==> src/rtl/mono_framebuffer_draw_engine_unit_macros.svh <==
// Assertion helpers for the draw engine; clock and reset are the block's own.
`ifndef MONO_FRAMEBUFFER_DRAW_ENGINE_UNIT_MACROS_SVH
`define MONO_FRAMEBUFFER_DRAW_ENGINE_UNIT_MACROS_SVH

// same-cycle implication
`define MFDE_ASSERT_IMP(label, ante, cons, msg) \
   label: assert property (@(posedge clock) disable iff (reset) (ante) |-> (cons)) \
      else $error(msg);

// next-cycle implication
`define MFDE_ASSERT_NXT(label, ante, cons, msg) \
   label: assert property (@(posedge clock) disable iff (reset) (ante) |=> (cons)) \
      else $error(msg);

`endif

==> src/rtl/mfde_pkg.sv <==
package mfde_pkg;

   localparam int DEF_COLUMNS = 128;
   localparam int DEF_PAGES   = 8;

   // command codes carried in req_tuser
   localparam logic [2:0] KIND_POINT   = 3'd0;
   localparam logic [2:0] KIND_FILL    = 3'd1;
   localparam logic [2:0] KIND_OUTLINE = 3'd2;
   localparam logic [2:0] KIND_CLEAR   = 3'd3;
   localparam logic [2:0] KIND_READ    = 3'd4;

   // which region the datapath loads for the next scan
   typedef enum logic [2:0] {
      REG_POINT,
      REG_FILL,
      REG_LEFT,
      REG_RIGHT,
      REG_TOP,
      REG_BOTTOM,
      REG_CLEAR,
      REG_ALL
   } region_sel_type;

   typedef enum logic [2:0] {
      ST_IDLE,
      ST_DECODE,
      ST_LOAD,
      ST_SCAN,
      ST_DRAIN,
      ST_RD_ISSUE,
      ST_RD_CAPTURE,
      ST_RESP
   } state_type;

   typedef struct packed {
      logic           accept;
      region_sel_type sel;
      logic           load;
      logic           step;
      logic           rd_capture;
      logic           reject;
   } dp_cmd_type;

   typedef struct packed {
      logic [2:0] kind;
      logic       region_ok;
      logic       read_ok;
      logic       scan_last;
   } dp_status_type;

endpackage

==> src/rtl/mfde_ctrl.sv <==
module mfde_ctrl
   import mfde_pkg::*;
(
   input  logic          clock,
   input  logic          reset,
   input  logic          req_tvalid,
   output logic          req_tready,
   output logic          rsp_tvalid,
   input  logic          rsp_tready,
   input  dp_status_type status,
   output dp_cmd_type    cmd
);

   state_type      state_ff, state_in;
   region_sel_type sel_ff, sel_in;

   // after reset the whole store is wiped before the first word is taken
   always_ff @(posedge clock) begin
      if (reset) begin
         state_ff <= ST_LOAD;
         sel_ff   <= REG_ALL;
      end else begin
         state_ff <= state_in;
         sel_ff   <= sel_in;
      end
   end

   // next state
   always_comb begin
      state_in = state_ff;
      sel_in   = sel_ff;
      case (state_ff)
         ST_IDLE: begin
            if (req_tvalid) state_in = ST_DECODE;
         end
         ST_DECODE: begin
            state_in = ST_LOAD;
            case (status.kind)
               KIND_POINT:   sel_in = REG_POINT;
               KIND_FILL:    sel_in = REG_FILL;
               KIND_OUTLINE: sel_in = REG_LEFT;
               KIND_CLEAR:   sel_in = REG_CLEAR;
               KIND_READ:    state_in = ST_RD_ISSUE;
               default:      state_in = ST_RESP;
            endcase
         end
         ST_LOAD, ST_DRAIN: begin
            if (state_ff == ST_LOAD && status.region_ok) begin
               state_in = ST_SCAN;
            end else begin
               // part finished or rejected: move to the next outline edge or finish
               state_in = ST_LOAD;
               case (sel_ff)
                  REG_LEFT:  sel_in = REG_RIGHT;
                  REG_RIGHT: sel_in = REG_TOP;
                  REG_TOP:   sel_in = REG_BOTTOM;
                  REG_ALL:   state_in = ST_IDLE;
                  default:   state_in = ST_RESP;
               endcase
            end
         end
         ST_SCAN: begin
            if (status.scan_last) state_in = ST_DRAIN;
         end
         ST_RD_ISSUE:   state_in = ST_RD_CAPTURE;
         ST_RD_CAPTURE: state_in = ST_RESP;
         ST_RESP: begin
            if (rsp_tready) state_in = ST_IDLE;
         end
         default: state_in = ST_IDLE;
      endcase
   end

   // outputs
   always_comb begin
      req_tready     = 1'b0;
      rsp_tvalid     = 1'b0;
      cmd.accept     = 1'b0;
      cmd.sel        = sel_ff;
      cmd.load       = 1'b0;
      cmd.step       = 1'b0;
      cmd.rd_capture = 1'b0;
      cmd.reject     = 1'b0;
      case (state_ff)
         ST_IDLE: begin
            req_tready = 1'b1;
            cmd.accept = req_tvalid;
         end
         ST_DECODE: begin
            case (status.kind)
               KIND_POINT, KIND_FILL, KIND_OUTLINE, KIND_CLEAR, KIND_READ: begin
                  cmd.reject = 1'b0;
               end
               default: cmd.reject = 1'b1;
            endcase
         end
         ST_LOAD: begin
            cmd.load   = status.region_ok;
            cmd.reject = !status.region_ok;
         end
         ST_SCAN:       cmd.step = 1'b1;
         ST_DRAIN:      cmd.step = 1'b0;
         ST_RD_ISSUE:   cmd.reject = !status.read_ok;
         ST_RD_CAPTURE: cmd.rd_capture = status.read_ok;
         ST_RESP:       rsp_tvalid = 1'b1;
         default:       cmd.step = 1'b0;
      endcase
   end

endmodule

==> config.mk <==
export PLATFORM = sky130hd
export DESIGN_NAME = mfde_ctrl
export DESIGN_NICKNAME = d
export VERILOG_FILES = /design/src/rtl/mono_framebuffer_draw_engine_unit_macros.svh /design/src/rtl/mfde_pkg.sv /design/src/rtl/mfde_ctrl.sv
export SDC_FILE = /design/constraint.sdc
export NUM_CORES = 1
export LEC_CHECK = 0
export BUFFER_PORTS_ARGS = -buffer_cell sky130_fd_sc_hd__buf_4
export CAP_MARGIN = 20
export CORE_MARGIN = 8
export CORE_UTILIZATION = 46
export CTS_BUF_LIST = sky130_fd_sc_hd__clkbuf_8
export CTS_CLUSTER_SIZE = 20
export DETAILED_ROUTE_END_ITERATION = 8
export GPL_TIMING_DRIVEN = 0
export HOLD_SLACK_MARGIN = 0.06
export PLACE_DENSITY = 0.81
export SLEW_MARGIN = 15
export SYNTH_ARGS = -nofsm -noshare
export SYNTH_HDL_FRONTEND = slang
export SYNTH_SLANG_ARGS = --single-unit
==> constraint.sdc <==
create_clock -name clock -period 1.5 [get_ports clock]
set_clock_uncertainty 0.05 [all_clocks]
set_input_delay 0.15 -clock clock [delete_from_list [all_inputs] [get_ports clock]]
set_output_delay 0.15 -clock clock [all_outputs]
set_load 0.03 [all_outputs]
; Word-level counts from Yosys, hierarchy flattened
; Index checks and enable logic that the tools add are counted.
[totals]
ff_bits = 6
inputBits = 10
out_inout_bits = 10
word_cells = 54
[op_classes]
n_eq_ne = 21
muxes = 19
n_reduce_logical = 12
[ops]
columns = cell, n
row1 = $eq 3x3->1 const B, 7
row2 = $pmux 3 s7, 1
row3 = $eq 3x2->1 const B, 6
row4 = $pmux 3 s2, 3
row5 = $mux 3, 5
row6 = $pmux 3 s4, 1
row7 = $pmux 3 s3, 1
row8 = $ne 2x2->1 const B, 4
row9 = $mux 1, 7
row10 = $eq 3x1->1 const B, 2
row11 = $logic_not 3->1, 2
row12 = $ne 5x1->1 const B, 1
row13 = $reduce_or 5->1, 1
row14 = $ne 4x4->1 const B, 1
row15 = $reduce_and 4->1, 1
row16 = $reduce_or 4->1, 1
row17 = $pmux 1 s3, 1
row18 = $reduce_and 3->1, 1
row19 = $reduce_or 3->1, 1
row20 = $logic_not 1->1, 2
row21 = $reduce_bool 2->1, 1
row22 = $reduce_or 2->1, 1
row23 = $logic_and 1x1->1, 1

; Logic depth before layout (Yosys ltp)
; Gate-level depths: netlist of the first run.
[depth]
depth_word = 5
ltp_mapped = 6
mapped_depth_nobuf = 4

; Worst setup path after synthesis of the first run
; No wires, ideal clock.
[synth_timing]
kind = register to output
startpoint = register state_ff[0]
endpoint = output port cmd[7] (netlist name)
arrival_ns = 1.759
t_required_ns = 1.300
setup_slack_ns = -0.459
path_stages_with_launch = 5
path_buffers = 2
path_cell_list = dfxtp_1 buf_6 clkbuf_1 nor3_1 and2_1
[synth_lines]
columns = element, line
row1 = from (decl), mfde_ctrl.sv:14  ; state_type state_ff, state_in;
row2 = from (signal assigned), mfde_ctrl.sv:23  ; state_ff <= state_in;
row3 = to (decl), mfde_ctrl.sv:11  ; output dp_cmd_type cmd

==> impl_metrics.tcl, run 1 <==
set metrics [dict create \
    die_y_um 52.8 \
    min_period_over_period 1.09 \
    antenna_found_initial 0 \
    place_congestion 0.892 \
    vias 800 \
    fin_crit_ps 1630 \
    nets 126 \
    rows 13 \
    num_io_pins 20 \
    worstSetupEndpoint "cmd[0]" \
    dr.first_iter.drc_count 33 \
    fin_ws_ps -134 \
    r2r_slack_ps -90 \
    grt_usage 0.153 \
    cp_max_fo 3 \
    slew_violations 0 \
    synth_edf_count 0 \
    fillers 90 \
    worstSetupStartpointType "register" \
    synth.net_count 94 \
    cts_buffers 3 \
    violations "setup timing" \
    setup_viol 6 \
    synthesis.area_um2 623 \
    die_x_um 52.8 \
    h-tree-depth 1 \
    worst_pin_slew_ps 414 \
    wl_per_cell_um 16.9 \
    core_area_um2 1280 \
    slew_headroom 0.721 \
    rsz0062_at_grt "yes" \
    grt_max_degree 11 \
    clkLatencyLatePin_ps 220 \
    end_kind "output pin" \
    ys_types 39 \
    leakagePower_nw 0.438 \
    cts_buffer_depth 2 \
    yosysTopAreaCell "dfxtp_1" \
    num_antenna_cells 0 \
    clock-root-buffer "clkbuf_8" \
    placement.io_buffers 19 \
    drv_cap 0 \
    fin_tns_setup_ps -358 \
    start_util 0.485 \
    worst-setup-path-type "register to output pin" \
    yosys_register_bits 6 \
    tritoncts "done" \
    post_route_cells_drive_above_1_share 0.491 \
    clock_sinks 6 \
    antenna_left 0 \
    r2r-end "sel_ff[1]" \
    synth_top_area_frac 0.193 \
    cts_hold_buf 0 \
    synth.area.top_cells "dfxtp_1 (19%), nor2_1 (6.6%), buf_6 (5.4%)" \
    hpwl_um 1360 \
    vias_per_cell 6.20 \
    drcViolationCount 0 \
    yosysSeqAreaShare 0.193 \
    synth_flop_cell "dfxtp_1" \
    irDropWorstVdd_uv 1550 \
    ys_warn_count 0 \
    yosys-top-cells-count "nor2_1 (11), dfxtp_1 (6), nand2_1 (6), o21ai_0 (6)" \
    drt_first_pass_iters 4 \
    r2r_start "state_ff[2]" \
    avgSynthCellArea_um2 7.42 \
    worstPathArrival_ps 1430 \
    required_ps 1300 \
    crit_start "state_ff[2]" \
    status "complete, but fails checks" \
    power.density_nw_per_um2 2480 \
    grt_pass1_vias 727 \
    grt_pass1_wl_um 3340 \
    min_path_type "primary input to register" \
    yosys.cell_count.top_type "nor2_1" \
    hold_ws_ps 127 \
    syn_inst 84 \
    syn_to_final_growth_pct 60.8 \
    clk_pin_slew_ps 40 \
    max_freq_mhz 612 \
    timing.final.hold_violations 0 \
    async_flop_share 0 \
    rr_worst_depth 5 \
    totalWireLength_um 2180 \
    die-area_um2 2790 \
    overflow 0 \
]
-- repair_timing --
item / CTS / global route
setup endpoints to repair: 10 / 12
pin swaps: 9 / 12
hold endpoints to repair: 0 / 0
setup buffers: 6 / 2
resized for setup: 18 / 13
-- per-stage QoR --
stage / util / std cells / area, um^2 / setup slack (ps) / power, W
after CTS: 0.732 / 127 / 941 / -121 / 0.00226
after detailed placement: 0.614 / 118 / 790 / -99.3 / 0.00173
final: 0.780 / 129 / 1000 / -134 / 0.00248
after floorplan: - / 84 / 628 / -175 / 0.00137
after global placement: 0.614 / 118 / 790 / -80.8 / 0.00171
after global routing: 0.780 / 129 / 1000 / -158 / 0.00264
-- flip-flops by register name, summed over array words and instances (netlist names) --
register,count
sel_ff,3
state_ff,3
-- cell usage in the layout (no fill, tap or decap), drive strengths merged, types with 2 or more instances in the layout --
cell type  instances
dfxtp              6
a221o              2
nor2              11
xnor2              2
and3               3
o21ai              8
nand2              6
inv                4
a21oi              2
o31ai              2
nand3              2
a2bb2oi            2
nand2b             3
clkbuf             5
or4b               2
nor3               4
buf               32
-- worst max-delay path, stage by stage (launching register included) --
cell and delay [ps]:
dfxtp_2 310, buf_6 110, or4b_4 540, o21ai_2 100, buf_6 150
-- how the worst min path moves through the flow --
| stage | from | to | slack (ps) | cells past startpoint |
|---|---|---|---|---|
| 6_report | reset | sel_ff[1] | 130 | 2 |
| 5_1_grt | reset | sel_ff[1] | 150 | 2 |
| 4_1_cts | reset | sel_ff[1] | 120 | 2 |
| 3_5_place_dp | reset | sel_ff[1] | 340 | 2 |
| 3_3_place_gp | reset | sel_ff[1] | 340 | 2 |
| 2_1_floorplan | reset | state_ff[1] | 200 | 2 |
-- cell type report --
cell class,instances,area [um^2],share of cell area
tap,15,18.8,0.0187
inverter,4,15.0,0.0150
multi-input combinational,67,503,0.502
clock buffer,3,41.3,0.0412
sequential,6,121,0.121
buffer,7,77.6,0.0774
timing repair buffer,27,225,0.225
-- kinds of logic after synthesis --
logic type,Yosys count,synth area share
simple gates,39,0.361
compound gates,24,0.281
buf+inv,11,0.102
flops,6,0.193
xor+xnor,2,0.0281
mux,2,0.0341
-- per-layer routing --
metal,vias to the layer above,wire length (um),track usage
met5,-,0,0
met1,386,919,0.196
met2,37,1070,0.248
met4,0,50,0.0603
met3,6,139,0.0227
li1,371,-,-
-- power by group --
group	switching (W)	leakage, nW	internal (W)
combinational	0.00101	0.367	0.000921
sequential	0.0000697	0.0500	0.000237
clock	0.0000698	0.0216	0.000172
total	0.00115	0.438	0.00133
(Power assumes the default switching activity.)
==> inputs of run 2 (changes only) <==
--- a/constraint.sdc
+++ b/constraint.sdc
@@ -3,3 +3,3 @@
 set_input_delay 0.15 -clock clock [delete_from_list [all_inputs] [get_ports clock]]
 set_output_delay 0.15 -clock clock [all_outputs]
-set_load 0.03 [all_outputs]
+set_load 0.02 [all_outputs]
==> impl_metrics.tcl, run 2 (synthesis results as in run 1) <==
set metrics [dict create \
    overflow 0 \
    rr_worst_depth 5 \
    crit_start "state_ff[2]" \
    core_area_um2 1280 \
    num_antenna_cells 0 \
    drcViolationCount 0 \
    final_util 0.715 \
    antenna_left 0 \
    rsz0062_at_grt "yes" \
    clock_sinks 6 \
    cts_buffer_depth 2 \
    die_x_um 52.8 \
    cts_buffers 3 \
    grt_pass1_wl_um 2910 \
    design_area_um2 918 \
    max_freq_mhz 618 \
    slew_headroom 0.685 \
    setup_viol 5 \
    post_route_cells_drive_above_1_share 0.431 \
    syn_to_final_growth_pct 47.4 \
    cts_hold_buf 0 \
    grt_usage 0.135 \
    grt_max_degree 11 \
    end_kind "register" \
    r2r_start "state_ff[2]" \
    final_common_cell "buf_4" \
    fin_ws_ps -118 \
    clock-root-buffer "clkbuf_8" \
    min_path_type "primary input to register" \
    dp_slack_ps -118 \
    layout_common_cells "buf_4 (22), nor2_1 (11), buf_6 (6), nand2_1 (6)" \
    irDropWorstVdd_uv 1180 \
    total_power_w 0.00221 \
    worstSetupStartpointType "register" \
    antenna_found_initial 0 \
    h-tree-depth 1 \
    violations "setup timing" \
    reg_top3 "sel_ff x3, state_ff x3" \
    cp_max_fo 4 \
    vias 748 \
    num_io_pins 20 \
    drv_cap 0 \
    nets 121 \
    worst_pin_slew_ps 469 \
    slew_violations 0 \
    hpwl_um 1350 \
    fin_crit_ps 1620 \
    dr.first_iter.drc_count 27 \
    clkLatencyLatePin_ps 220 \
    required_ps 1550 \
    grt_pass1_vias 644 \
    placement.io_buffers 19 \
    wl_per_cell_um 15.6 \
    start_util 0.485 \
    r2r-end "sel_ff[1]" \
    worstPathArrival_ps 1670 \
    rows 13 \
    min_period_over_period 1.08 \
    status "complete, but fails checks" \
    die_y_um 52.8 \
    clk_pin_slew_ps 40 \
    leakagePower_nw 0.405 \
    drt_first_pass_iters 4 \
    totalWireLength_um 1940 \
    die-area_um2 2790 \
    placed_cell_area_um2 790 \
    timing.final.hold_violations 0 \
    vias_per_cell 6.03 \
    r2r_slack_ps -120 \
    worst-setup-path-type "register to register" \
    fillers 96 \
    worstSetupEndpoint "sel_ff[1]" \
    power.density_nw_per_um2 2410 \
    place_congestion 0.894 \
    tritoncts "done" \
]
[run 2: changes by cell type in the layout (fill, tap and decap cells not counted), sizes merged]
cell | before | now
buf | 32 | 28
clkbuf | 5 | 4
[run 2: routing by layer]
layer / routed length (um) / vias up / part of all wire / global-route usage
li1: - / 358 / - / -
met1: 779 / 332 / 0.40 / 0.162
met2: 964 / 47 / 0.50 / 0.215
met3: 142 / 11 / 0.073 / 0.0369
met4: 48 / 0 / 0.025 / 0.0603
met5: 0 / - / 0 / 0
[run 2: stage by stage]
stage | hold WS (ps) | TNS (ps) | cells
after floorplan | 198 | -32.4 | 84
after CTS | 145 | -449 | 123
after global placement | 342 | -211 | 118
after global routing | 144 | -518 | 124
after detailed placement | 351 | -368 | 118
final | 151 | -296 | 124
[run 2: final cells by class]
cell class | instances | area [um^2] | area share
Buffer | 7 | 63.8 | 0.0695
Clock buffer | 3 | 41.3 | 0.0450
Inverter | 4 | 15.0 | 0.0163
Multi-Input combinational cell | 67 | 485 | 0.529
Sequential cell | 6 | 121 | 0.132
Tap cell | 15 | 18.8 | 0.0204
Timing Repair Buffer | 22 | 173 | 0.188
[run 2: power breakdown]
group          internal [W]  leakage, nW  switching [W]
registers          0.000237       0.0500      0.0000747
logic              0.000783        0.333       0.000875
clock network      0.000173       0.0216      0.0000717
total               0.00119        0.405        0.00102
[run 2: timing repair]
action | 4_1_cts | 5_1_grt
setup buffers | 2 | 1
cloned | 0 | 0
gates resized for setup | 6 | 21
hold endpoints to repair | 0 | 0
endpoints found under the setup margin | 10 | 11
pin swaps | 5 | 6
[run 2: worst min-delay path by stage]
| stage | cells past startpoint | start | slack, ps | end |
|---|---|---|---|---|
| after floorplan | 2 | reset | 200 | state_ff[1] |
| after global placement | 2 | reset | 340 | sel_ff[1] |
| after detailed placement | 2 | reset | 350 | sel_ff[1] |
| after CTS | 2 | reset | 150 | sel_ff[1] |
| after global routing | 2 | reset | 140 | sel_ff[1] |
| final | 2 | reset | 150 | sel_ff[1] |
[run 2: critical path, stage by stage (launching register included)]
cell	delay, ps
dfxtp_2	310
buf_6	110
or4b_4	550
nand3_2	110
o21ai_2	60
a221o_1	300
